File: src/rtl/core/assert_macros.svh
// assertion macros shared by the rtl of the projection set-up block
// no dependencies; NO_ASSERTIONS removes every check
`ifndef ASSERT_MACROS_SVH
`define ASSERT_MACROS_SVH

`ifndef NO_ASSERTIONS

// property must hold at every clock edge outside reset
`define ASSERT_PROP(lbl, clk, rstn, prop) \
  lbl: assert property (@(posedge clk) disable iff (!rstn) prop) \
    else $error("assertion failed");

// expression must never be true outside reset
`define ASSERT_NEVER(lbl, clk, rstn, expr) \
  lbl: assert property (@(posedge clk) disable iff (!rstn) !(expr)) \
    else $error("forbidden condition seen");

`else

`define ASSERT_PROP(lbl, clk, rstn, prop)
`define ASSERT_NEVER(lbl, clk, rstn, expr)

`endif

`endif

File: src/rtl/core/pps_pkg.sv
// shared types, constants and the arctangent table of the projection set-up
// no dependencies
package pps_pkg;

  localparam int unsigned CORDIC_STEPS = 28;
  localparam int unsigned DIV_STEPS    = 48;

  localparam logic [30:0] HALF_PI_Q30 = 31'd1686629713;
  localparam logic [30:0] MAX_U31     = 31'h7FFF_FFFF;

  typedef enum logic [1:0] {
    ST_OK      = 2'd0,
    ST_DIST_EQ = 2'd1,
    ST_SAT     = 2'd2
  } status_e;

  // one cordic rotation stage
  typedef struct packed {
    logic [33:0] c;
    logic [33:0] s;
    logic [32:0] z;
    logic [15:0] asp;
    logic [31:0] near_d;
    logic [31:0] far_d;
  } cor_stage_t;

  // four restoring dividers in lock step, quotient shifts into the low word
  typedef struct packed {
    logic [31:0] ys_den;
    logic [31:0] ys_rem;
    logic [47:0] ys_q;
    logic        ys_ovf;
    logic [47:0] xs_den;
    logic [47:0] xs_rem;
    logic [47:0] xs_q;
    logic        xs_ovf;
    logic [31:0] dsc_den;
    logic [31:0] dsc_rem;
    logic [47:0] dsc_q;
    logic        dsc_ovf;
    logic [32:0] dof_den;
    logic [32:0] dof_rem;
    logic [47:0] dof_q;
    logic        dof_ovf;
    logic        sin_zero;
    logic        cos_neg;
    logic        asp_zero;
    logic        dist_eq;
    logic        dist_neg;
  } div_stage_t;

  function automatic logic [29:0] atan_q30(input int unsigned idx);
    logic [29:0] v;
    case (idx)
      0:       v = 30'h3243F6A8;
      1:       v = 30'h1DAC6705;
      2:       v = 30'h0FADBAFC;
      3:       v = 30'h07F56EA6;
      4:       v = 30'h03FEAB76;
      5:       v = 30'h01FFD55B;
      6:       v = 30'h00FFFAAA;
      7:       v = 30'h007FFF55;
      8:       v = 30'h003FFFEA;
      9:       v = 30'h001FFFFD;
      10:      v = 30'h000FFFFF;
      11:      v = 30'h0007FFFF;
      12:      v = 30'h0003FFFF;
      13:      v = 30'h0001FFFF;
      14:      v = 30'h0000FFFF;
      15:      v = 30'h00007FFF;
      16:      v = 30'h00003FFF;
      17:      v = 30'h00001FFF;
      18:      v = 30'h00000FFF;
      19:      v = 30'h000007FF;
      20:      v = 30'h000003FF;
      21:      v = 30'h000001FF;
      22:      v = 30'h000000FF;
      23:      v = 30'h0000007F;
      24:      v = 30'h0000003F;
      25:      v = 30'h0000001F;
      26:      v = 30'h0000000F;
      27:      v = 30'h00000008;
      default: v = '0;
    endcase
    return v;
  endfunction

endpackage

File: src/rtl/core/pps_div_cell.sv
// one restoring division step for all four dividers, with its registers
// depends on pps_pkg
module pps_div_cell import pps_pkg::*; (
  input  logic       clk_i,
  input  logic       rst_ni,
  input  logic       en_i,
  input  logic       vld_i,
  input  div_stage_t data_i,
  output logic       vld_o,
  output div_stage_t data_o
);

  // returns {remainder, quotient word}
  function automatic logic [95:0] div_step(input logic [47:0] rem,
                                           input logic [47:0] qw,
                                           input logic [47:0] den);
    logic [48:0] t, r;
    logic        ge;
    t  = {rem, qw[47]};
    ge = t >= {1'b0, den};
    r  = ge ? t - {1'b0, den} : t;
    return {r[47:0], qw[46:0], ge};
  endfunction

  logic [95:0] st_y, st_x, st_s, st_o;
  div_stage_t  data_d, data_q;
  logic        vld_q;

  always_comb begin
    st_y = div_step({16'd0, data_i.ys_rem}, data_i.ys_q, {16'd0, data_i.ys_den});
    st_x = div_step(data_i.xs_rem, data_i.xs_q, data_i.xs_den);
    st_s = div_step({16'd0, data_i.dsc_rem}, data_i.dsc_q, {16'd0, data_i.dsc_den});
    st_o = div_step({15'd0, data_i.dof_rem}, data_i.dof_q, {15'd0, data_i.dof_den});
    data_d         = data_i;
    data_d.ys_rem  = st_y[79:48];
    data_d.ys_q    = st_y[47:0];
    data_d.xs_rem  = st_x[95:48];
    data_d.xs_q    = st_x[47:0];
    data_d.dsc_rem = st_s[79:48];
    data_d.dsc_q   = st_s[47:0];
    data_d.dof_rem = st_o[80:48];
    data_d.dof_q   = st_o[47:0];
  end

  always_ff @(posedge clk_i or negedge rst_ni) begin
    if (!rst_ni) begin
      vld_q <= 1'b0;
    end else if (en_i) begin
      vld_q <= vld_i;
    end
  end

  always_ff @(posedge clk_i) begin
    if (en_i) begin
      data_q <= data_d;
    end
  end

  assign vld_o  = vld_q;
  assign data_o = data_q;

endmodule
File: config.mk
export PLATFORM = sky130hd
export DESIGN_NAME = pps_div_cell
export DESIGN_NICKNAME = d
export VERILOG_FILES = /design/src/rtl/core/assert_macros.svh /design/src/rtl/core/pps_pkg.sv /design/src/rtl/core/pps_div_cell.sv
export SDC_FILE = /design/constraint.sdc
export NUM_CORES = 1
export LEC_CHECK = 0
export ABC_AREA = 1
export BUFFER_PORTS_ARGS = -buffer_cell sky130_fd_sc_hd__buf_2
export CAP_MARGIN = 10
export CORE_AREA = 2 2 384 386
export DETAILED_ROUTE_END_ITERATION = 10
export DIE_AREA = 0 0 386 388
export PLACE_DENSITY = 0.48
export SLEW_MARGIN = 20
export SYNTH_ARGS = -nofsm -noshare
export SYNTH_HDL_FRONTEND = slang
export SYNTH_SLANG_ARGS = --single-unit
File: constraint.sdc
create_clock -name clk_i -period 1.7 [get_ports clk_i]
set_input_delay 0.255 -clock clk_i [delete_from_list [all_inputs] [get_ports clk_i]]
set_output_delay 0.255 -clock clk_i [all_outputs]
set_load 0.05 [all_outputs]
==> key figures <==
Clocking
  • Clk buf depth: 3
  • CTS buffer count: 60
  • Reg clk slew, reported paths: 60 ps
  • CTS H-tree lvls: 2
  • Root buffer cell: clkbuf_16
  • CTS tree: done
  • Clk_lat worst skew: 680 ps
  • Clock sink count: 492

Timing
  • Actual slew at the worst max-slew pin: 478.8 ps
  • Fin Setup TNS: -98.55 ps
  • Final period util: 1.053
  • Slew Viols, Final: 0
  • Slew HR: 0.6775
  • Worst Slack Setup Final: -89.58 ps
  • Clock period minus worst slack: 1790 ps
  • Final setup viols: 3
  • Final hold violations: 0
  • Max Fclk: 558.8 MHz
  • Clock skew: 0 ps
  • RSZ-0062 raised after global routing: yes

Critical path
  • CP Buf/Inv Count: 1
  • CP Launch Type: flip-flop
  • Critical path's top delay family: flip-flops
  • CP max stage delay: 620 ps
  • Worst endpoint required time: 1440 ps
  • CP max FO: 1
  • Slowest CP cell: edfxtp_1
  • Data arrival time of the worst path: 1530 ps
  • Worst setup path category: reg2out
  • Worst path cell trace: buf_6
  • CP endpoint kind: primary output

Placement
  • Cells after DPL: 6834
  • DP HPWL: 125300 um
  • Port bufs: 986
  • Routability cong.: 0.9384

Yosys
  • Synthesized net count: 3964
  • Seq cells post-synth: 492
  • Cells after Synth: 3320
  • Top cells by area, synth: edfxtp_1 (52%), nand2_1 (15%), inv_1 (7.8%)
  • Synth area leader: edfxtp_1
  • Share of the synthesized area in the top cell type: 0.5187
  • Unique masters post-synth: 41
  • Yosys warns: 0
  • Sequential share of the synthesized area: 0.5196
  • Avg Cell Area, Syn: 8.562 sq um
  • Post-synthesis cell area: 28420 sq um

Outcome
  • Failing checks: setup timing
  • Status: finished, violations left

Cells and area
  • Share of cells above drive strength 1: 0.3968
  • Filler cell count: 15181
  • Nets@finish: 6105
  • Layout Cells excl Fill: 7435
  • Area Overhead vs Synth: 76.41%

Global routing
  • GRT Util Overall: 0.1916
  • Vias in the first global route: 30496
  • Largest net degree at the start of global routing: 48
  • Grt total ovfl: 0
  • First-pass GRT wire length: 208900 um
  • Initial antenna violation count: 47

Drt
  • WL/cell: 20.46 um
  • DR DRC count: 0
  • Final ANT Viol Nets: 0
  • DRT Pass-1 Iters: 5
  • Detailed Route WL: 152100 um
  • Average vias per placed instance: 4.112
  • Initial drt markers: 1969
  • Via count: 30571

Floorplanning
  • Die area: 149800 sq um
  • # IOs: 987
  • Number of placement rows: 140
  • Die width: 386 um
  • Initial core utilization: 0.1957
  • Die Height: 388 um
  • Core area: 145200 sq um

Power
  • Worst vdd ir: 0.0008208 V
  • Pleak: 24.31 nW
  • Power Density: 894.1 nW/um^2

Worst hold path
  • Worst hold path class: in2reg

Job
  • # Max-Cap Violations: 0
==> layout by cell type, fill, tap and decap left out, drive strengths merged, types with 5 or more instances in the layout <==
cell type and n:
buf 1642, nand2 1168, inv 599, edfxtp 491
dlygate4sd3 462, nand3 275, nor2 225, ha 145
a21oi 139, clkbuf 83, o21ai 82, xor2 65
nor3 29, nand4 25, clkinv 22, diode 11
bufinv 8, o21bai 6, nand3b 6, a21o 5
nor4 5
==> per-stage QoR <==
step	area, sq um	util	total power (W)	hold WS (ps)	setup slack, ps
finish	50140	0.3453	0.04483	61.81	-89.58
global route	50120	0.3451	0.04692	36.10	-103.7
CTS	49180	0.3387	0.04499	4.254	-93.52
detailed placement	42290	0.2912	0.03021	33.09	-774.9
global placement	42290	0.2912	0.03022	29.47	-750.2
floorplan	30190	-	0.02393	-40.59	-348.6
==> path summary, 6_finish.rpt <==
path                                 startpoint               endpoint  slack, ps  cells after the start
hold / removal                      data_i[435]  data_o[436]$_DFFE_PP_         60                      4
max in group asynchronous                rst_ni      vld_o$_DFFE_PN0P_       1200                      3
hold reg to reg               vld_o$_DFFE_PN0P_      vld_o$_DFFE_PN0P_        510                      1
setup / recovery           data_o[48]$_DFFE_PP_             data_o[48]        -90                      1
setup reg to reg              vld_o$_DFFE_PN0P_      vld_o$_DFFE_PN0P_        960                      1
min in group asynchronous                rst_ni      vld_o$_DFFE_PN0P_        400                      3
==> registers in the layout (all words and copies together) (netlist names) <==
| name | cells |
|---|---|
| vld_o | 1 |
| data_o | 491 |
==> power breakdown <==
group	internal (W)	switching (W)	leakage, nW
logic	0.00566	0.0103	18.5
registers	0.0149	0.000518	4.81
clock network	0.00780	0.00569	0.976
total	0.0283	0.0165	24.3
==> routing by layer <==
metal / share of wire / vias to the layer above / global-route usage
met5: 0.0011 / - / 0
met4: 0.028 / 26 / 0.05101
met3: 0.092 / 188 / 0.05673
met2: 0.45 / 1001 / 0.3102
met1: 0.43 / 14319 / 0.2466
li1: - / 15037 / -
==> worst min-delay path, delay by kind of cell <==
family	cells	cell delay, ps
and+or+nand+nor	2	140
buffers and inverters	2	220
==> cells in the mapped netlist <==
library cell  number
a31oi_1            2
nand3b_1           5
buf_2             17
a21o_1             5
nor3_1            28
o21a_1             3
a21oi_1          139
nand2_8            1
nand2_1         1147
nand4_1           25
nand2_2           11
nor2_2             9
nor2_1           214
mux2_2             1
nor3_2             1
xor2_1            65
or2_2              2
o211a_1            1
xnor2_1            2
and2_1             2
nor4_1             5
nand2_4            3
ha_1             145
a211oi_1           2
fa_1               4
dfrtp_1            1
buf_4              9
o21ai_1            3
inv_1            591
nor2_4             2
clkinv_1           1
o21bai_1           6
and3_1             1
edfxtp_1         491
o21ai_0           79
a211o_1            1
nand3b_4           1
buf_6             17
nand3_2           43
inv_2              3
nand3_1          232
==> cell families after synthesis <==
group	after synthesis	synth area share
and+or+nand+nor	1732	0.2578
buffers and inverters	638	0.09068
DFF	492	0.5196
AOI/OAI and AO/OA	241	0.04424
adders and majority gates	149	0.06664
xor gates and xnor gates	67	0.02064
muxes	1	0.0003961
==> area by class of cell <==
class                           instances  area (sq um)  area share
Antenna cell                           11         27.53   0.0005490
Tap cell                             1917          2399     0.04783
Sequential cell                       492         14770      0.2945
Inverter                              595          2321     0.04629
Timing Repair Buffer                 2116         15310      0.3052
Clock buffer                           71          1564     0.03119
Clock inverter                         37         462.9    0.009232
Multi-Input combinational cell       2196         13290      0.2651
==> timing repair <==
| action | 4_1_cts | 5_1_grt |
|---|---|---|
| cloned | 0 | 13 |
| setup buffers | 0 | 7 |
| pin swaps | 2 | 40 |
| endpoints found under the setup margin | 77 | 128 |
| gates resized for setup | 84 | 208 |
| hold endpoints to repair | 470 | 0 |
| hold buffers | 462 | 0 |
(Power assumes the default switching activity.)
