### src/rtl/core/assert_macros.svh
// assertion macros shared by the rtl of the projection set-up block
// no dependencies; NO_ASSERTIONS removes every check
`ifndef ASSERT_MACROS_SVH
`define ASSERT_MACROS_SVH

`ifndef NO_ASSERTIONS

// property must hold at every clock edge outside reset
`define ASSERT_PROP(lbl, clk, rstn, prop) \
  lbl: assert property (@(posedge clk) disable iff (!rstn) prop) \
    else $error("assertion failed");

// expression must never be true outside reset
`define ASSERT_NEVER(lbl, clk, rstn, expr) \
  lbl: assert property (@(posedge clk) disable iff (!rstn) !(expr)) \
    else $error("forbidden condition seen");

`else

`define ASSERT_PROP(lbl, clk, rstn, prop)
`define ASSERT_NEVER(lbl, clk, rstn, expr)

`endif

`endif

### src/rtl/core/pps_pkg.sv
// shared types, constants and the arctangent table of the projection set-up
// no dependencies
package pps_pkg;

  localparam int unsigned CORDIC_STEPS = 28;
  localparam int unsigned DIV_STEPS    = 48;

  localparam logic [30:0] HALF_PI_Q30 = 31'd1686629713;
  localparam logic [30:0] MAX_U31     = 31'h7FFF_FFFF;

  typedef enum logic [1:0] {
    ST_OK      = 2'd0,
    ST_DIST_EQ = 2'd1,
    ST_SAT     = 2'd2
  } status_e;

  // one cordic rotation stage
  typedef struct packed {
    logic [33:0] c;
    logic [33:0] s;
    logic [32:0] z;
    logic [15:0] asp;
    logic [31:0] near_d;
    logic [31:0] far_d;
  } cor_stage_t;

  // four restoring dividers in lock step, quotient shifts into the low word
  typedef struct packed {
    logic [31:0] ys_den;
    logic [31:0] ys_rem;
    logic [47:0] ys_q;
    logic        ys_ovf;
    logic [47:0] xs_den;
    logic [47:0] xs_rem;
    logic [47:0] xs_q;
    logic        xs_ovf;
    logic [31:0] dsc_den;
    logic [31:0] dsc_rem;
    logic [47:0] dsc_q;
    logic        dsc_ovf;
    logic [32:0] dof_den;
    logic [32:0] dof_rem;
    logic [47:0] dof_q;
    logic        dof_ovf;
    logic        sin_zero;
    logic        cos_neg;
    logic        asp_zero;
    logic        dist_eq;
    logic        dist_neg;
  } div_stage_t;

  function automatic logic [29:0] atan_q30(input int unsigned idx);
    logic [29:0] v;
    case (idx)
      0:       v = 30'h3243F6A8;
      1:       v = 30'h1DAC6705;
      2:       v = 30'h0FADBAFC;
      3:       v = 30'h07F56EA6;
      4:       v = 30'h03FEAB76;
      5:       v = 30'h01FFD55B;
      6:       v = 30'h00FFFAAA;
      7:       v = 30'h007FFF55;
      8:       v = 30'h003FFFEA;
      9:       v = 30'h001FFFFD;
      10:      v = 30'h000FFFFF;
      11:      v = 30'h0007FFFF;
      12:      v = 30'h0003FFFF;
      13:      v = 30'h0001FFFF;
      14:      v = 30'h0000FFFF;
      15:      v = 30'h00007FFF;
      16:      v = 30'h00003FFF;
      17:      v = 30'h00001FFF;
      18:      v = 30'h00000FFF;
      19:      v = 30'h000007FF;
      20:      v = 30'h000003FF;
      21:      v = 30'h000001FF;
      22:      v = 30'h000000FF;
      23:      v = 30'h0000007F;
      24:      v = 30'h0000003F;
      25:      v = 30'h0000001F;
      26:      v = 30'h0000000F;
      27:      v = 30'h00000008;
      default: v = '0;
    endcase
    return v;
  endfunction

endpackage

### src/rtl/core/pps_prep.sv
// two register stages between the cordic and the dividers: products,
// distance difference, then numerators and overflow pre-checks
// depends on pps_pkg
module pps_prep import pps_pkg::*; (
  input  logic       clk_i,
  input  logic       rst_ni,
  input  logic       en_i,
  input  logic       vld_i,
  input  cor_stage_t data_i,
  output logic       vld_o,
  output div_stage_t data_o
);

  typedef struct packed {
    logic [30:0] cu;
    logic [31:0] su;
    logic [47:0] prod_x;
    logic [63:0] prod_d;
    logic [31:0] diff;
    logic [32:0] sum;
    logic        sin_zero;
    logic        cos_neg;
    logic        asp_zero;
    logic        dist_eq;
    logic        dist_neg;
  } prep_t;

  prep_t      p_d, p_q;
  div_stage_t div_d, div_q;
  logic       vld1_q, vld2_q;
  logic [47:0] num_y;
  logic [55:0] num_x;
  logic [49:0] num_s;
  logic [66:0] num_o;

  always_comb begin
    p_d.cu       = data_i.c[30:0];
    p_d.su       = data_i.s[31:0];
    p_d.prod_x   = {16'd0, data_i.s[31:0]} * {32'd0, data_i.asp};
    p_d.prod_d   = {32'd0, data_i.far_d} * {32'd0, data_i.near_d};
    p_d.dist_neg = data_i.far_d > data_i.near_d;
    p_d.dist_eq  = data_i.far_d == data_i.near_d;
    p_d.diff     = p_d.dist_neg ? data_i.far_d - data_i.near_d
                                : data_i.near_d - data_i.far_d;
    p_d.sum      = {1'b0, data_i.far_d} + {1'b0, data_i.near_d};
    p_d.sin_zero = data_i.s[33] || (data_i.s == '0);
    p_d.cos_neg  = data_i.c[33];
    p_d.asp_zero = data_i.asp == '0;
  end

  // rounding terms folded into the numerators, quotients limited to 48 bits
  always_comb begin
    num_y = {1'b0, p_q.cu, 16'd0} + {17'd0, p_q.su[31:1]};
    num_x = {1'b0, p_q.cu, 24'd0} + {9'd0, p_q.prod_x[47:1]};
    num_s = {1'b0, p_q.sum, 16'd0} + {19'd0, p_q.diff[31:1]};
    num_o = {1'b0, p_q.prod_d, 2'b00} + {35'd0, p_q.diff};

    div_d.ys_den  = p_q.su;
    div_d.ys_rem  = '0;
    div_d.ys_q    = num_y;
    div_d.ys_ovf  = 1'b0;
    div_d.xs_den  = p_q.prod_x;
    div_d.xs_rem  = {40'd0, num_x[55:48]};
    div_d.xs_q    = num_x[47:0];
    div_d.xs_ovf  = {40'd0, num_x[55:48]} >= p_q.prod_x;
    div_d.dsc_den = p_q.diff;
    div_d.dsc_rem = {30'd0, num_s[49:48]};
    div_d.dsc_q   = num_s[47:0];
    div_d.dsc_ovf = {30'd0, num_s[49:48]} >= p_q.diff;
    div_d.dof_den = {p_q.diff, 1'b0};
    div_d.dof_rem = {14'd0, num_o[66:48]};
    div_d.dof_q   = num_o[47:0];
    div_d.dof_ovf = {14'd0, num_o[66:48]} >= {p_q.diff, 1'b0};
    div_d.sin_zero = p_q.sin_zero;
    div_d.cos_neg  = p_q.cos_neg;
    div_d.asp_zero = p_q.asp_zero;
    div_d.dist_eq  = p_q.dist_eq;
    div_d.dist_neg = p_q.dist_neg;
  end

  always_ff @(posedge clk_i or negedge rst_ni) begin
    if (!rst_ni) begin
      vld1_q <= 1'b0;
      vld2_q <= 1'b0;
    end else if (en_i) begin
      vld1_q <= vld_i;
      vld2_q <= vld1_q;
    end
  end

  always_ff @(posedge clk_i) begin
    if (en_i) begin
      p_q   <= p_d;
      div_q <= div_d;
    end
  end

  assign vld_o  = vld2_q;
  assign data_o = div_q;

endmodule

### config.mk
export PLATFORM = sky130hd
export DESIGN_NAME = pps_prep
export DESIGN_NICKNAME = d
export VERILOG_FILES = /design/src/rtl/core/assert_macros.svh /design/src/rtl/core/pps_pkg.sv /design/src/rtl/core/pps_prep.sv
export SDC_FILE = /design/constraint.sdc
export NUM_CORES = 2
export LEC_CHECK = 0
export ABC_AREA = 1
export BUFFER_PORTS_ARGS = -buffer_cell sky130_fd_sc_hd__buf_2
export CELL_PAD_IN_SITES_DETAIL_PLACEMENT = 0
export CELL_PAD_IN_SITES_GLOBAL_PLACEMENT = 1
export CORE_ASPECT_RATIO = 0.8
export CORE_UTILIZATION = 36
export DETAILED_ROUTE_END_ITERATION = 8
export PLACE_DENSITY_LB_ADDON = 0.1
export SYNTH_ARGS = -nofsm -noshare
export SYNTH_HDL_FRONTEND = slang
export SYNTH_SLANG_ARGS = --single-unit
### constraint.sdc
create_clock -name clk_i -period 2.9 [get_ports clk_i]
set_input_delay 0.145 -clock clk_i [delete_from_list [all_inputs] [get_ports clk_i]]
set_output_delay 0.145 -clock clk_i [all_outputs]
set_load 0.02 [all_outputs]
==> load_flow_metrics.sql <==
INSERT INTO impl_metrics (metric_group, metric, value, unit) VALUES
('yosys', 'postSynth.topFlopCell', 'edfxtp_1', ''),
('yosys', 'synth_seq_area_share', '0.193', ''),
('status', 'status', 'finished, violations left', ''),
('place', 'place.gp.congestion', '0.962', ''),
('timing', 'final.setup_skew', '0.0243', 'ns'),
('floorplan', 'dieHeight', '430', 'um'),
('yosys', 'synth_cell_types', '62', ''),
('timing', 'max_slew_margin', '0.530', ''),
('floorplan', 'placeableCoreArea', '227000', 'um^2'),
('setup_path', 'worst_setup_path_end_kind', 'flop', ''),
('timing', 'rsz_0062_raised_after_global_routing', 'yes', ''),
('setup_path', 'r2r_cells', '20', ''),
('routing', 'via_per_inst', '4.77', ''),
('timing', 'timing_max_transition_violations_final', '0', ''),
('grt', 'global_route_wire_length_before_repair', '508', 'mm'),
('setup_path', 'worstPathBufferInverterCount', '10', ''),
('cts', 'tritoncts.num_buffers', '56', ''),
('layout', 'proportion_of_layout_cells_with_a_drive_suffix_above_1', '0.327', ''),
('grt', 'gr-usage-all-layers', '0.301', ''),
('cts', 'tritoncts', 'yes', ''),
('timing', 'final.min_clock_period', '5.88', 'ns'),
('setup_path', 'critical-path-max-stage-delay', '0.58', 'ns'),
('yosys', 'async_reset_ff_frac', '0.00378', ''),
('floorplan', 'starting_density_of_the_core', '0.363', ''),
('floorplan', 'die_area', '231000', 'um^2'),
('floorplan', 'number_of_placement_rows', '156', ''),
('setup_path', 'path_common_cell', 'fa_1', ''),
('timing', 'post_route_worst_hold_slack', '0.0697', 'ns'),
('grt', 'grt_start_max_net_pins', '109', ''),
('routing', 'detail_route.iter0.violations', '5720', ''),
('place', 'io_buffers', '523', ''),
('floorplan', 'io-pin-count', '677', ''),
('grt', 'grt-ovfl-total', '0', ''),
('status', 'failed_checks', 'setup timing', ''),
('timing', 'worst_slew_pin_slew', '0.706', 'ns'),
('yosys', 'ys.warnings.count', '0', ''),
('cts', 'latest_clock_arrival_within_the_worst_skew_pair', '0.69', 'ns'),
('min_path', 'worst_hold_check_path_type', 'in2reg', ''),
('layout', 'layout-area-overhead-vs-synth', '39.9', '%'),
('routing', 'drt_drc_violations_left', '0', ''),
('job', 'max_cap_viol_count', '0', ''),
('setup_path', 'critical_path_peak_fanout', '7', ''),
('cts', 'root_buffer', 'clkbuf_16', ''),
('yosys', 'syn-instance-count', '9882', ''),
('grt', 'antenna_violations_before_repair', '16', ''),
('place', 'placement_stage_cell_area', '103000', 'um^2'),
('timing', 'setup_violations', '106', ''),
('routing', 'avgRoutedWirePerCell', '22.7', 'um'),
('routing', 'totalWireLength', '345', 'mm'),
('timing', 'setup_slack', '-2.98', 'ns'),
('setup_path', 'worst-setup-path-type', 'in2reg', ''),
('setup_path', 'setup.worst_path.start_class', 'primary input', ''),
('routing', 'drt_pass1_iterations', '6', ''),
('yosys', 'yosys.area.top_type_share', '0.321', ''),
('cts', 'cts_max_path_buffers', '3', ''),
('grt', 'number_of_global_route_vias_before_repair', '75900', ''),
('setup_path', 'critical_path_cell_count', '27', ''),
('setup_path', 'worst-endpoint-arrival', '6.32', 'ns'),
('cts', 'cts_max_level', '2', ''),
('setup_path', 'critPathRequiredTime', '3.33', 'ns'),
('yosys', 'syn_area', '82400', 'um^2'),
('layout', 'num-nets-final', '14300', ''),
('routing', 'ant_nets', '0', ''),
('yosys', 'synth_top_area_cell', 'fa_1', ''),
('timing', 'timing.fmax', '170', 'MHz'),
('routing', 'num_vias', '72700', ''),
('floorplan', 'fp.dieW', '537', 'um'),
('setup_path', 'critical_path.slowest_cell', 'fa_2', ''),
('timing', 'finalCritPeriodShare', '2.03', ''),
('yosys', 'ys_top_cells_by_area', 'fa_1 (32%), edfxtp_1 (19%), inv_1 (12%)', ''),
('timing', 'hold_viol_final', '0', ''),
('yosys', 'syn_area_per_cell', '8.34', 'um^2'),
('cts', 'cts_sinks', '529', ''),
('setup_path', 'crit_family', 'adder cells', ''),
('yosys', 'synth-seq-cells', '529', ''),
('timing', 'totalNegativeSetupSlack', '-232.79', 'ns'),
('layout', 'final_cell_area', '115000', 'um^2'),
('min_path', 'min_delay_path_depth', '2', ''),
('yosys', 'synth-edff-count', '527', ''),
('place', 'post-dp-hpwl', '289', 'mm'),
('cts', 'clk_pin_slew', '0.06', 'ns');
flip-flops by register name, summed over array words and instances (netlist names):
name / cells
data_o: 283
vld_o: 1
div_d: 117
p_q: 127
vld1_q: 1
cell usage in the layout, fill, tap and decap left out, drive strengths merged, types with 6 or more instances in the layout:
cell type / Yosys / routed
a31oi: 22 / 22
and3: 6 / 6
nand2: 2363 / 2363
nand3: 169 / 169
conb: 1 / 118
fa: 1320 / 1320
xnor2: 77 / 77
clkinvlp: 0 / 7
clkinv: 0 / 24
o21bai: 44 / 44
ha: 591 / 591
xor2: 236 / 236
o21ai: 249 / 249
buf: 241 / 2601
o21a: 20 / 20
edfxtp: 527 / 527
clkbuf: 322 / 72
a21boi: 18 / 18
nand4: 60 / 60
a21oi: 388 / 388
nor3: 66 / 66
a21o: 34 / 34
nor2: 479 / 479
dlygate4sd3: 0 / 66
nor4: 48 / 48
inv: 2553 / 2557
o211ai: 14 / 14
through the flow:
step / setup slack, ns / util / cells
finish: -2.98 / 0.509 / 15200
global route: -3.13 / 0.509 / 15200
CTS: -3.00 / 0.502 / 15200
detailed placement: -4.21 / 0.453 / 14800
global placement: -4.17 / 0.453 / 14800
floorplan: -3.03 / - / 9999
layer usage:
metal / track usage / vias up / routed length [um]
li1: - / 33700 / -
met2: 0.454 / 2369 / 147000
met1: 0.463 / 36400 / 169000
met3: 0.0394 / 283 / 23200
met5: 0 / - / 13
met4: 0.0486 / 2 / 6240
worst paths after layout:
check                                        end                  from  slack [ns]
max                           p_q[115]$_DFFE_PP_            data_i[41]       -2.98
min                         div_d[489]$_DFFE_PP_           data_i[143]        0.07
max reg2reg                  data_o[5]$_DFFE_PP_     p_q[85]$_DFFE_PP_       -0.73
min reg2reg                data_o[473]$_DFFE_PP_  div_d[473]$_DFFE_PP_        0.42
max in group asynchronous      vld_o$_DFFE_PN0P_                rst_ni        2.46
min in group asynchronous     vld1_q$_DFFE_PN0P_                rst_ni        0.32
timing repair:
item,in CTS,in global routing
setup buffers,246,40
gates cloned,26,5
endpoints found under the hold margin,84,0
pin swaps,579,233
hold buffers,66,0
endpoints found under the setup margin,106,116
resized for setup,1529,329
cell families (layout without fill, tap and decap cells):
group,count (synthesis),count (layout),synth area share
compound gates,803,803,0.0551
xor+xnor,313,313,0.0333
flops,529,529,0.193
other cells,1,121,0.0000455
fa+ha+maj,1911,1911,0.410
buf+inv,3116,5334,0.153
simple gates,3209,3209,0.156
Yosys cell counts, types with 3 or more instances:
cell type / number
o21ai_1: 20
a21boi_1: 3
and3_1: 6
a21boi_0: 14
inv_1: 2550
o21ai_0: 210
nand2_1: 2341
nor4_1: 45
buf_6: 5
edfxtp_1: 527
o21ai_2: 19
nor3_2: 7
buf_4: 232
ha_1: 591
nand4_1: 60
a211oi_1: 5
xnor2_1: 77
buf_2: 4
nor4_2: 3
nand3b_1: 4
nor3_1: 59
a31oi_1: 22
clkbuf_1: 321
or2_2: 3
a21oi_2: 7
fa_1: 1320
o211ai_2: 3
o21a_1: 20
a21oi_1: 381
xor2_1: 236
nor2_2: 10
nor2_1: 468
a21o_1: 33
o211ai_1: 11
nand3_1: 167
nand2_2: 21
o21bai_1: 42
area by class of cell:
cell class / instances / area, um^2
diodes: 3 / 7.51
clock buffers: 64 / 1430
inverters: 2553 / 9610
fillers: 21600 / 111000
flip-flops and latches: 529 / 15900
repair buffers: 2679 / 23300
well taps: 3002 / 3760
clock inverters: 38 / 313
multi-input cells: 6354 / 61100
Power is not shown: default switching activity piles up to over one toggle a cycle in this logic, so the estimate is an artifact.
