==> config.mk <==
export PLATFORM = sky130hd
export DESIGN_NAME = pps_cordic_cell
export DESIGN_NICKNAME = d
export VERILOG_FILES = /design/src/rtl/core/assert_macros.svh /design/src/rtl/core/pps_pkg.sv /design/src/rtl/core/pps_cordic_cell.sv
export SDC_FILE = /design/constraint.sdc
export NUM_CORES = 1
export LEC_CHECK = 0
export ABC_CLOCK_PERIOD_IN_PS = 900
export CELL_PAD_IN_SITES_DETAIL_PLACEMENT = 0
export CELL_PAD_IN_SITES_GLOBAL_PLACEMENT = 1
export CORE_MARGIN = 2
export CORE_UTILIZATION = 35
export CTS_CLUSTER_SIZE = 28
export DETAILED_ROUTE_END_ITERATION = 16
export DONT_BUFFER_PORTS = 1
export PLACE_DENSITY_LB_ADDON = 0.1
export SYNTH_ARGS = -nofsm -noshare
export SYNTH_HDL_FRONTEND = slang
export SYNTH_SLANG_ARGS = --single-unit
==> constraint.sdc <==
create_clock -name clk_i -period 0.9 [get_ports clk_i]
set_clock_uncertainty 0.15 [all_clocks]
set_input_delay 0.135 -clock clk_i [delete_from_list [all_inputs] [get_ports clk_i]]
set_output_delay 0.135 -clock clk_i [all_outputs]
set_load 0.02 [all_outputs]
==> src/rtl/core/assert_macros.svh <==
// assertion macros shared by the rtl of the projection set-up block
// no dependencies; NO_ASSERTIONS removes every check
`ifndef ASSERT_MACROS_SVH
`define ASSERT_MACROS_SVH

`ifndef NO_ASSERTIONS

// property must hold at every clock edge outside reset
`define ASSERT_PROP(lbl, clk, rstn, prop) \
  lbl: assert property (@(posedge clk) disable iff (!rstn) prop) \
    else $error("assertion failed");

// expression must never be true outside reset
`define ASSERT_NEVER(lbl, clk, rstn, expr) \
  lbl: assert property (@(posedge clk) disable iff (!rstn) !(expr)) \
    else $error("forbidden condition seen");

`else

`define ASSERT_PROP(lbl, clk, rstn, prop)
`define ASSERT_NEVER(lbl, clk, rstn, expr)

`endif

`endif

==> src/rtl/core/pps_pkg.sv <==
// shared types, constants and the arctangent table of the projection set-up
// no dependencies
package pps_pkg;

  localparam int unsigned CORDIC_STEPS = 28;
  localparam int unsigned DIV_STEPS    = 48;

  localparam logic [30:0] HALF_PI_Q30 = 31'd1686629713;
  localparam logic [30:0] MAX_U31     = 31'h7FFF_FFFF;

  typedef enum logic [1:0] {
    ST_OK      = 2'd0,
    ST_DIST_EQ = 2'd1,
    ST_SAT     = 2'd2
  } status_e;

  // one cordic rotation stage
  typedef struct packed {
    logic [33:0] c;
    logic [33:0] s;
    logic [32:0] z;
    logic [15:0] asp;
    logic [31:0] near_d;
    logic [31:0] far_d;
  } cor_stage_t;

  // four restoring dividers in lock step, quotient shifts into the low word
  typedef struct packed {
    logic [31:0] ys_den;
    logic [31:0] ys_rem;
    logic [47:0] ys_q;
    logic        ys_ovf;
    logic [47:0] xs_den;
    logic [47:0] xs_rem;
    logic [47:0] xs_q;
    logic        xs_ovf;
    logic [31:0] dsc_den;
    logic [31:0] dsc_rem;
    logic [47:0] dsc_q;
    logic        dsc_ovf;
    logic [32:0] dof_den;
    logic [32:0] dof_rem;
    logic [47:0] dof_q;
    logic        dof_ovf;
    logic        sin_zero;
    logic        cos_neg;
    logic        asp_zero;
    logic        dist_eq;
    logic        dist_neg;
  } div_stage_t;

  function automatic logic [29:0] atan_q30(input int unsigned idx);
    logic [29:0] v;
    case (idx)
      0:       v = 30'h3243F6A8;
      1:       v = 30'h1DAC6705;
      2:       v = 30'h0FADBAFC;
      3:       v = 30'h07F56EA6;
      4:       v = 30'h03FEAB76;
      5:       v = 30'h01FFD55B;
      6:       v = 30'h00FFFAAA;
      7:       v = 30'h007FFF55;
      8:       v = 30'h003FFFEA;
      9:       v = 30'h001FFFFD;
      10:      v = 30'h000FFFFF;
      11:      v = 30'h0007FFFF;
      12:      v = 30'h0003FFFF;
      13:      v = 30'h0001FFFF;
      14:      v = 30'h0000FFFF;
      15:      v = 30'h00007FFF;
      16:      v = 30'h00003FFF;
      17:      v = 30'h00001FFF;
      18:      v = 30'h00000FFF;
      19:      v = 30'h000007FF;
      20:      v = 30'h000003FF;
      21:      v = 30'h000001FF;
      22:      v = 30'h000000FF;
      23:      v = 30'h0000007F;
      24:      v = 30'h0000003F;
      25:      v = 30'h0000001F;
      26:      v = 30'h0000000F;
      27:      v = 30'h00000008;
      default: v = '0;
    endcase
    return v;
  endfunction

endpackage

==> src/rtl/core/pps_cordic_cell.sv <==
// one rotation-mode cordic stage with its registers
// depends on pps_pkg
module pps_cordic_cell import pps_pkg::*; #(
  parameter int unsigned STAGE = 0
) (
  input  logic       clk_i,
  input  logic       rst_ni,
  input  logic       en_i,
  input  logic       vld_i,
  input  cor_stage_t data_i,
  output logic       vld_o,
  output cor_stage_t data_o
);

  localparam logic [29:0] ATAN = atan_q30(STAGE);

  logic signed [33:0] c, s, dc, ds;
  logic signed [32:0] z, at;
  cor_stage_t         data_d, data_q;
  logic               vld_q;

  always_comb begin
    c  = data_i.c;
    s  = data_i.s;
    z  = data_i.z;
    dc = s >>> STAGE;
    ds = c >>> STAGE;
    at = signed'({3'b000, ATAN});
    data_d = data_i;
    if (!z[32]) begin
      data_d.c = c - dc;
      data_d.s = s + ds;
      data_d.z = z - at;
    end else begin
      data_d.c = c + dc;
      data_d.s = s - ds;
      data_d.z = z + at;
    end
  end

  always_ff @(posedge clk_i or negedge rst_ni) begin
    if (!rst_ni) begin
      vld_q <= 1'b0;
    end else if (en_i) begin
      vld_q <= vld_i;
    end
  end

  always_ff @(posedge clk_i) begin
    if (en_i) begin
      data_q <= data_d;
    end
  end

  assign vld_o  = vld_q;
  assign data_o = data_q;

endmodule

==> results.py, run 1 <==
metrics = {
    "power_and_ir_drop": {
        "internal_power_mw": 19.9,
        "p_seq_share_pct": 40.9,
        "p_total_mw": 30.8,
        "pwr-share-comb_pct": 32.9,
        "p_leak_nw": 8.18,
        "power_density_nw_per_um2": 1560,
        "switching_share_pct": 35.3,
        "p_switching_mw": 10.9,
        "irDropWorstVdd_mv": 1.38,
        "clockPowerShare_pct": 26.2,
    },
    "critical_path": {
        "rrSetupSlack_ps": -40,
        "reg2reg_to": "vld_o$_DFFE_PN0P_",
        "start_kind": "primary input",
        "path_max_fanout": 3,
        "r2r-start": "vld_o$_DFFE_PN0P_",
        "r2r_cells": 1,
        "max_stage_delay_ps": 400,
        "path_cells": "ha_4 > fa_2 > nor2b_4 > o211ai_1 > buf_4 > a31oi_4 > a41oi_2 > buf_4 > o41a_1 > o211a_4 > o31ai_4 > a21o_1 > xnor2_1",
        "cp_common_cell": "buf_4",
        "end_kind": "register",
        "cp.buffers_inverters": 2,
        "cp.required_ps": 960,
        "path_class": "in2reg",
        "cp_slowest_cell": "o41a_1",
        "cpLargestDelayFamily": "compound AO/OA/AOI/OAI gates",
        "worstPathArrival_ps": 2500,
    },
    "synthesis": {
        "synth_seq_cells": 181,
        "synth_flop_cell": "edfxtp_1",
        "synth_cells": 1248,
        "synth_edf_count": 180,
        "ys_types": 78,
        "netlist_area_um2": 12600,
        "avgSynthCellArea_um2": 10.1,
        "ys_warn_count": 0,
        "async_reset_ff_share_pct": 0.552,
        "syn_nets": 1564,
        "synth.yosys.seq_area_share_pct": 43.0,
    },
    "floorplan": {
        "start_util_pct": 35.5,
        "die_h_um": 194,
        "coreArea_um2": 35600,
        "rows": 69,
        "die_x_um": 194,
        "die_area_um2": 37600,
        "boundaryPins": 367,
    },
    "clocking": {
        "cts_buffers": 17,
        "cts_root_buf": "clkbuf_16",
        "htreeDepth": 4,
        "clockBufferDepth": 2,
        "clkLatencyLatePin_ps": 460,
        "cts_sinks": 181,
        "cts_tree": "built",
        "cts_hold_buf": 88,
        "clk_pin_slew_worst_paths_ps": 80,
    },
    "cells_and_area": {
        "finalInstanceArea_um2": 19700,
        "final_cells": 2195,
        "fillers": 3216,
        "drive_gt1_share_pct": 41.3,
        "nets": 2036,
        "areaGrowthSynthToFinish_pct": 56.0,
    },
    "drt": {
        "wl_met3_um": 3020,
        "via_count": 11400,
        "wl_met2_um": 24100,
        "wl_um": 46900,
        "drtPass1Iterations": 5,
        "drt_first_iter_violations": 519,
        "drc": 0,
        "wl_met1_um": 18600,
        "ant_nets": 0,
        "routed_via_density": 5.18,
        "wl_per_cell_um": 21.4,
        "top_layer": "met4",
    },
    "sta": {
        "maxSlewHeadroom_pct": 64.2,
        "post-route-period-util_pct": 271,
        "whs_ps": -365,
        "rsz0062_at_grt": "yes",
        "setup_viol": 274,
        "worst_slew_pin_slew_ps": 531,
        "report.final.hold_viol_count": 229,
        "setup_ws_ps": -1540,
        "fmax_ghz": 0.409,
        "drv_slew": 0,
        "finalCriticalPeriod_ps": 2440,
    },
    "place": {
        "io_buffers": 0,
        "place_hpwl_um": 36300,
        "dpl_worst_slack_ps": -2110,
        "place_area_um2": 16500,
        "gp_congestion": 0.886,
        "place_inst": 2026,
    },
    "run_status": {
        "violations": "hold timing, setup timing",
        "run_status": "finished, violations left",
    },
    "min_path": {
        "min_from": "en_i",
        "holdPathEnd": "data_o[155]$_DFFE_PP_",
        "whs_path_depth": 0,
        "hold_path.class": "in2reg",
    },
    "global_routing": {
        "grt_pass1_vias": 11500,
        "grt_max_degree": 182,
        "grt_pass1_wl_um": 69200,
        "grt_antenna_before_repair": 0,
        "grtUsageTotal_pct": 24.1,
        "overflow": 0,
    },
    "flow_run": {
        "maxCapViolCount": 0,
    },
}
-- per-layer routing --
metal | vias up | GRT usage [%]
met5 | - | 0
met4 | 0 | 7.41
met3 | 56 | 6.56
met1 | 5490 | 27.7
li1 | 5498 | -
met2 | 326 | 43.2
-- metrics by stage --
step | TNS (ps) | utilization [%]
after floorplan | -113730 | -
after global placement | -137310 | 46.5
after detailed placement | -137250 | 46.5
after CTS | -154170 | 53.7
after global routing | -167090 | 55.4
final | -157210 | 55.4
-- worst max-delay path by stage --
stage | start | to | cells past startpoint
3_3_place_gp | data_i[113] | data_o[175]$_DFFE_PP_ | 13
6_report | data_i[113] | data_o[141]$_DFFE_PP_ | 13
4_1_cts | data_i[113] | data_o[141]$_DFFE_PP_ | 13
3_5_place_dp | data_i[113] | data_o[175]$_DFFE_PP_ | 13
5_1_grt | data_i[113] | data_o[141]$_DFFE_PP_ | 13
2_1_floorplan | data_i[112] | data_o[111]$_DFFE_PP_ | 13
-- power groups by stage --
stage          Clock [mW]  Sequential [mW]  Combinational (mW)
4_1_cts              8.23             12.6                9.54
3_3_place_gp            0             12.8                8.28
6_report             8.05             12.6                10.1
2_1_floorplan           0             12.5                4.68
3_5_place_dp            0             12.8                8.25
5_1_grt              8.52             12.7                10.9
-- synth_stat cells, types with 10 or more instances --
cell,n,share of area [%]
inv_1,106,3.1
a21o_1,36,2.1
nor2_1,99,2.9
nor2b_1,16,0.79
o21a_1,11,0.65
nor3_1,13,0.51
xnor2_1,73,5.1
o21ai_0,69,2.7
xor2_1,17,1.2
a211oi_1,18,1.1
mux2i_1,22,1.7
o21bai_1,29,1.7
a21oi_1,139,5.5
edfxtp_1,180,43
buf_2,14,0.55
nand4_1,14,0.69
nand3_1,10,0.40
clkbuf_1,24,0.71
o211ai_1,13,0.77
or3_1,12,0.59
nand2_1,49,1.5
ha_1,127,13
-- repair_timing --
action                                 CTS  global route
setup endpoints to repair              273           273
buffers inserted                        39            34
resized for setup                      158           113
pin swaps                              105           101
endpoints found under the hold margin  331           238
-- layout by cell type (no fill, tap or decap), types with 9 or more instances in the layout --
cell type | Yosys | routed
o21a_1 | 11 | 10
edfxtp_1 | 180 | 180
ha_4 | 0 | 28
o21ai_0 | 69 | 38
xnor2_2 | 0 | 13
o21ai_1 | 9 | 16
inv_2 | 2 | 9
nand4_1 | 14 | 14
o21bai_1 | 29 | 27
mux2i_1 | 22 | 14
o21ai_2 | 2 | 19
inv_1 | 106 | 88
o211ai_1 | 13 | 13
clkbuf_16 | 0 | 17
a21oi_2 | 0 | 30
a211oi_1 | 18 | 9
ha_1 | 127 | 94
nor2_1 | 99 | 83
buf_4 | 2 | 356
nor2b_1 | 16 | 9
buf_12 | 0 | 11
nand2_1 | 49 | 43
buf_6 | 1 | 45
a21oi_4 | 0 | 11
nand3_1 | 10 | 10
dlygate4sd3_1 | 0 | 88
a21o_1 | 36 | 36
xnor2_1 | 73 | 60
nor2_2 | 1 | 11
xor2_1 | 17 | 13
nand2b_1 | 9 | 9
a21oi_1 | 139 | 98
-- cells by family (layout without fill, tap and decap cells) --
logic type | count (synthesis) | in the layout | synth area share (%)
compound gates | 409 | 409 | 21.1
xor+xnor | 90 | 90 | 6.24
fa+ha+maj | 131 | 131 | 13.2
buf+inv | 158 | 643 | 4.95
flops | 181 | 181 | 43.0
mux | 23 | 23 | 1.83
other cells | 0 | 1 | 0
simple gates | 256 | 256 | 9.73
-- registers in the layout (all words and copies together), names as in the netlist --
register / flops
data_o: 180
vld_o: 1
-- area by class of cell --
cell class | instances | area (um2) | area share [%]
Sequential cell | 181 | 5430 | 27.6
Clock inverter | 15 | 211 | 1.07
Antenna cell | 1 | 2.50 | 0.0127
Tap cell | 461 | 577 | 2.93
Inverter | 111 | 517 | 2.62
Timing Repair Buffer | 500 | 4280 | 21.7
Clock buffer | 17 | 425 | 2.16
Multi-Input combinational cell | 909 | 8260 | 41.9
No activity file was read; power rests on OpenSTA's default activity.
==> run 2, diff against run 1 <==
Settings changed: ABC_AREA set to 1, HOLD_SLACK_MARGIN set to 0.12.
==> results.py, run 2 <==
metrics = {
    "cells_and_area": {
        "drive_gt1_share_pct": 47.5,
        "fin_util_pct": 57.8,
        "areaGrowthSynthToFinish_pct": 62.6,
        "finalInstanceArea_um2": 23700,
        "largest_register_ffs": 180,
        "nets": 2659,
        "layout_commonest_cell": "buf_4",
        "final_cell_mix": "buf_4 (327), nand2_1 (319), edfxtp_1 (180)",
        "final_cells": 2889,
        "fillers": 3683,
    },
    "min_path": {
        "hold_path.class": "in2reg",
        "holdPathEnd": "data_o[137]$_DFFE_PP_",
        "min_from": "en_i",
        "whs_path_depth": 0,
    },
    "critical_path": {
        "cp_slowest_cell": "fa_2",
        "reg2reg_to": "vld_o$_DFFE_PN0P_",
        "cpLargestDelayFamily": "simple AND/OR/NAND/NOR gates",
        "r2r-start": "vld_o$_DFFE_PN0P_",
        "rrSetupSlack_ps": -30,
        "cp.buffers_inverters": 1,
        "max_stage_delay_ps": 380,
        "cp.required_ps": 990,
        "r2r_cells": 1,
        "cp_common_cell": "nand2_4",
        "end_kind": "register",
        "worstPathArrival_ps": 1690,
        "path_class": "in2reg",
        "start_kind": "primary input",
        "path_max_fanout": 3,
        "path_cells": "ha_4 > fa_2 > nand2_4 > nor2_4 > nor2_4 > inv_2 > nand2_2 > nand2_4 > nand2_4 > nand2_4 > nand2_4 > nand3_4 > nand3_2 > nand2_1",
    },
    "power_and_ir_drop": {
        "power_density_nw_per_um2": 1430,
        "irDropWorstVdd_mv": 1.23,
        "p_leak_nw": 10.3,
    },
    "sta": {
        "maxSlewHeadroom_pct": 55.9,
        "post-route-period-util_pct": 178,
        "setup_ws_ps": -702,
        "finalCriticalPeriod_ps": 1600,
        "whs_ps": -387,
        "report.final.hold_viol_count": 229,
        "worst_slew_pin_slew_ps": 662,
        "rsz0062_at_grt": "yes",
        "fmax_ghz": 0.624,
        "drv_slew": 0,
        "setup_viol": 275,
    },
    "floorplan": {
        "boundaryPins": 367,
        "die_area_um2": 43200,
        "rows": 74,
        "die_h_um": 208,
        "coreArea_um2": 40900,
        "start_util_pct": 35.6,
        "die_x_um": 208,
    },
    "synthesis": {
        "yosysMostFrequentCell": "nand2_1",
        "ys_types": 51,
        "synthMuxAreaShare_pct": 0.215,
        "synth_simple_gate_area_share_pct": 26.9,
        "async_reset_ff_share_pct": 0.552,
        "synth_top_area_share_pct": 37.1,
        "synthTopCellsByCount": "nand2_1 (477), inv_1 (222), edfxtp_1 (180)",
        "syn_nets": 2193,
        "synth-compound-area-share_pct": 12.7,
        "netlist_area_um2": 14600,
        "synth_top_family_by_area": "simple AND/OR/NAND/NOR gates",
        "synth_seq_cells": 181,
        "synth-adder-area-share_pct": 11.5,
        "ys_warn_count": 0,
        "synth_edf_count": 180,
        "synth.yosys.seq_area_share_pct": 37.3,
        "synth_area_leaders": "edfxtp_1 (37%), nand2_1 (12%), ha_1 (11%)",
        "synth_flop_cell": "edfxtp_1",
        "synth_cells": 1877,
        "synth-xor-area-share_pct": 2.83,
        "yosys.area.top_type": "edfxtp_1",
        "avgSynthCellArea_um2": 7.76,
    },
    "global_routing": {
        "grt_max_degree": 182,
        "grt_pass1_wl_um": 92100,
        "grt_antenna_before_repair": 1,
        "grtUsageTotal_pct": 28.4,
        "grt_pass1_vias": 15300,
        "overflow": 0,
    },
    "clocking": {
        "cts_buffers": 17,
        "htreeDepth": 4,
        "cts_hold_buf": 88,
        "cts_sinks": 181,
        "cts_tree": "built",
        "cts_root_buf": "clkbuf_16",
        "clkLatencyLatePin_ps": 470,
        "clockBufferDepth": 2,
        "clk_pin_slew_worst_paths_ps": 90,
    },
    "place": {
        "place_inst": 2704,
        "io_buffers": 0,
        "place_area_um2": 18900,
        "dpl_worst_slack_ps": -1430,
        "place_hpwl_um": 49100,
        "gp_congestion": 0.915,
    },
    "run_status": {
        "violations": "hold timing, setup timing",
        "run_status": "finished, violations left",
    },
    "drt": {
        "drtPass1Iterations": 5,
        "wl_per_cell_um": 21.5,
        "via_count": 14700,
        "ant_nets": 0,
        "drt_first_iter_violations": 857,
        "wl_um": 62100,
        "drc": 0,
        "routed_via_density": 5.07,
    },
    "flow_run": {
        "maxCapViolCount": 0,
    },
}
[run 2: cell count changes after synthesis, sizes merged, moves of 17 or more]
cell / delta
a211oi: -20
xnor2: -68
a21o: -21
nand2: +452
a21oi: +21
buf: +17
inv: +133
nor2: +84
mux2i: -20
clkbuf: -18
nand3: +147
o21ai: +29
xor2: +25
[run 2: kinds of logic after synthesis]
group           Yosys count
simple gates            900
compound gates          327
buf+inv                 288
flops                   181
fa+ha+maj               131
xor+xnor                 47
mux                       3
[run 2: layout make-up]
class	count	area, um2	area share [%]
sequential	181	5430	22.9
antenna	1	2.50	0.0106
tap	532	666	2.81
clock inverter	15	225	0.951
inverter	242	1080	4.56
timing repair inverter	1	16.3	0.0687
clock buffer	17	425	1.80
timing repair buffer	492	4390	18.5
multi-input combinational	1408	11400	48.3
[run 2: how the worst max path moves through the flow]
stage           startpoint               endpoint  slack [ps]  cells after the start
2_1_floorplan  data_i[112]  data_o[103]$_DFFE_PP_       -1060                     14
3_3_place_gp   data_i[142]  data_o[146]$_DFFE_PP_       -1460                     13
3_5_place_dp   data_i[142]  data_o[146]$_DFFE_PP_       -1430                     13
4_1_cts        data_i[113]  data_o[143]$_DFFE_PP_        -670                     14
5_1_grt        data_i[117]  data_o[169]$_DFFE_PP_        -780                     14
6_report       data_i[113]  data_o[177]$_DFFE_PP_        -700                     14
[run 2: what timing repair did]
| action | 4_1_cts | 5_1_grt |
|---|---|---|
| setup endpoints to repair | 275 | 275 |
| resized for setup | 460 | 178 |
| gates cloned | 1 | 0 |
| pin swaps | 169 | 126 |
| setup buffers | 43 | 40 |
| endpoints found under the hold margin | 344 | 258 |
[run 2: per-stage QoR]
step	TNS, ps	total power [mW]
after floorplan	-79490	18.2
after global placement	-103400	22.6
after detailed placement	-103910	22.6
after CTS	-117690	33.1
after global routing	-128970	35.4
final	-119290	33.8
[run 2: power breakdown]
group          switching, mW  total (mW)  internal [mW]
Sequential              1.74        12.3           10.6
Clock                   4.22        8.32           4.11
Combinational           7.11        13.1           6.03
Total                   13.1        33.8           20.7
[run 2: per-layer routing]
| metal | part of all wire, % | up-vias | wire length [um] | track usage [%] |
|---|---|---|---|---|
| met5 | 0 | - | 0 | 0 |
| met4 | 3.7 | 0 | 2290 | 11.7 |
| met3 | 5.3 | 82 | 3320 | 5.74 |
| met2 | 50 | 401 | 31100 | 50.0 |
| met1 | 41 | 7001 | 25300 | 33.6 |
| li1 | - | 7176 | - | - |
==> run 3, diff against run 2 <==
--- a/config.mk
+++ b/config.mk
@@ -8,4 +8,5 @@
 export ABC_AREA = 1
 export ABC_CLOCK_PERIOD_IN_PS = 900
+export BUFFER_PORTS_ARGS = -buffer_cell sky130_fd_sc_hd__buf_4
 export CELL_PAD_IN_SITES_DETAIL_PLACEMENT = 0
 export CELL_PAD_IN_SITES_GLOBAL_PLACEMENT = 1
@@ -14,5 +15,4 @@
 export CTS_CLUSTER_SIZE = 28
 export DETAILED_ROUTE_END_ITERATION = 16
-export DONT_BUFFER_PORTS = 1
 export HOLD_SLACK_MARGIN = 0.12
 export PLACE_DENSITY_LB_ADDON = 0.1
==> constraint.sdc (replaced) <==
create_clock -name clk_i -period 0.9 [get_ports clk_i]
set_clock_uncertainty 0.15 [all_clocks]
set_input_delay 0.045 -clock clk_i [delete_from_list [all_inputs] [get_ports clk_i]]
set_output_delay 0.045 -clock clk_i [all_outputs]
set_load 0.02 [all_outputs]
==> results.py, run 3 (synthesis results as in run 2) <==
metrics = {
    "sta": {
        "rsz0062_at_grt": "yes",
        "fmax_ghz": 0.616,
        "report.final.hold_viol_count": 76,
        "worst_slew_pin_slew_ps": 587,
        "setup_viol": 277,
        "setup_tns_ps": -112350,
        "maxSlewHeadroom_pct": 60.9,
        "whs_ps": -212,
        "finalCriticalPeriod_ps": 1620,
        "drv_slew": 0,
        "setup_ws_ps": -724,
        "post-route-period-util_pct": 180,
    },
    "critical_path": {
        "worstPathArrival_ps": 1700,
        "cp.required_ps": 970,
        "end_kind": "register",
        "path_max_fanout": 3,
        "path_class": "in2reg",
        "start_kind": "primary input",
    },
    "place": {
        "place_area_um2": 22000,
        "io_buffers": 366,
        "gp_congestion": 0.914,
        "place_hpwl_um": 52000,
    },
    "global_routing": {
        "overflow": 0,
        "grt_pass1_wl_um": 99700,
        "grt_antenna_before_repair": 4,
        "grt_max_degree": 62,
        "grt_pass1_vias": 17300,
        "grtUsageTotal_pct": 30.1,
    },
    "cells_and_area": {
        "areaGrowthSynthToFinish_pct": 99.0,
        "drive_gt1_share_pct": 60.6,
        "layout_commonest_cell": "buf_4",
        "multiInputGateArea_um2": 12200,
        "seq_area_um2": 5430,
        "largest_register_ffs": 180,
        "finalInstanceArea_um2": 29000,
        "fin_util_pct": 70.8,
        "nets": 3126,
        "fillers": 3120,
        "final_cell_mix": "buf_4 (551), buf_6 (279), nand2_1 (278)",
    },
    "clocking": {
        "cts_sinks": 181,
        "clk_pin_slew_worst_paths_ps": 80,
        "cts_buffers": 17,
        "clkLatencyLatePin_ps": 490,
        "clockBufferDepth": 2,
        "cts_tree": "built",
        "cts_hold_buf": 88,
        "htreeDepth": 4,
        "cts_root_buf": "clkbuf_16",
    },
    "floorplan": {
        "rows": 74,
        "boundaryPins": 367,
        "die_h_um": 208,
        "start_util_pct": 35.6,
        "die_area_um2": 43200,
        "die_x_um": 208,
        "coreArea_um2": 40900,
    },
    "min_path": {
        "hold_path.class": "in2reg",
    },
    "drt": {
        "drtPass1Iterations": 5,
        "drc": 0,
        "routed_via_density": 5.03,
        "wl_per_cell_um": 20.4,
        "drt_first_iter_violations": 865,
        "ant_nets": 0,
        "wl_um": 68400,
        "via_count": 16900,
    },
    "run_status": {
        "violations": "hold timing, setup timing",
        "run_status": "finished, violations left",
    },
    "power_and_ir_drop": {
        "power_density_nw_per_um2": 1320,
        "irDropWorstVdd_mv": 1.47,
        "p_leak_nw": 13.0,
        "p_total_mw": 38.1,
    },
    "flow_run": {
        "maxCapViolCount": 0,
    },
}
[run 3: cell count changes in the layout (fill, tap and decap cells not counted), sizes merged]
cell and change:
diode +3, inv +2, bufinv -1, clkbuf +1, buf +466, clkinv -1
[run 3: timing repair]
item,CTS,global route
hold endpoints to repair,303,222
gates resized for setup,532,576
endpoints found under the setup margin,276,276
buffers inserted,80,47
pin swaps,196,239
gates cloned,2,0
[run 3: through the flow]
step | std cells | setup WS (ps)
final | 3359 | -724
after global routing | 3359 | -788
after CTS | 3322 | -719
after detailed placement | 3123 | -1520
after global placement | 3123 | -1480
after floorplan | 1877 | -969
[run 3: path summary, 6_finish.rpt]
path,from,endpoint,slack (ps),cells past startpoint
setup / recovery,data_i[147],data_o[159]$_DFFE_PP_,-720,12
hold / removal,data_i[83],data_o[84]$_DFFE_PP_,-210,2
setup reg to reg,vld_o$_DFFE_PN0P_,vld_o$_DFFE_PN0P_,-30,1
hold reg to reg,vld_o$_DFFE_PN0P_,vld_o$_DFFE_PN0P_,390,1
max in group asynchronous,rst_ni,vld_o$_DFFE_PN0P_,230,3
min in group asynchronous,rst_ni,vld_o$_DFFE_PN0P_,250,3
[run 3: report_power, final]
part	switching, mW	total [mW]	internal, mW
logic	10.0	19.0	9.01
registers	0.519	11.0	10.5
clock network	4.21	8.03	3.82
total	14.8	38.1	23.4
[run 3: cell type report]
cell class	instances	area share, %
Timing Repair Buffer	959	30.8
Multi-Input combinational cell	1408	42.1
Clock inverter	15	0.691
Clock buffer	17	1.47
Timing Repair inverter	1	0.0561
Tap cell	532	2.30
Sequential cell	181	18.7
Antenna cell	4	0.0346
Inverter	242	3.78
[run 3: worst max-delay path, stage by stage]
cell,delay [ps]
buf_12,120
ha_4,170
fa_2,370
nand2_4,90
nor2_4,50
nor2_4,130
o21ai_2,120
nand2_1,80
nand2_2,90
buf_4,160
xor2_2,170
o22ai_1,100
[run 3: metal layers]
layer | global-route usage [%] | vias up | routed length [um]
met2 | 54.3 | 507 | 34400
li1 | - | 8115 | -
met4 | 11.2 | 0 | 3250
met1 | 36.2 | 8128 | 27600
met3 | 4.36 | 146 | 3140
met5 | 0 | - | 0
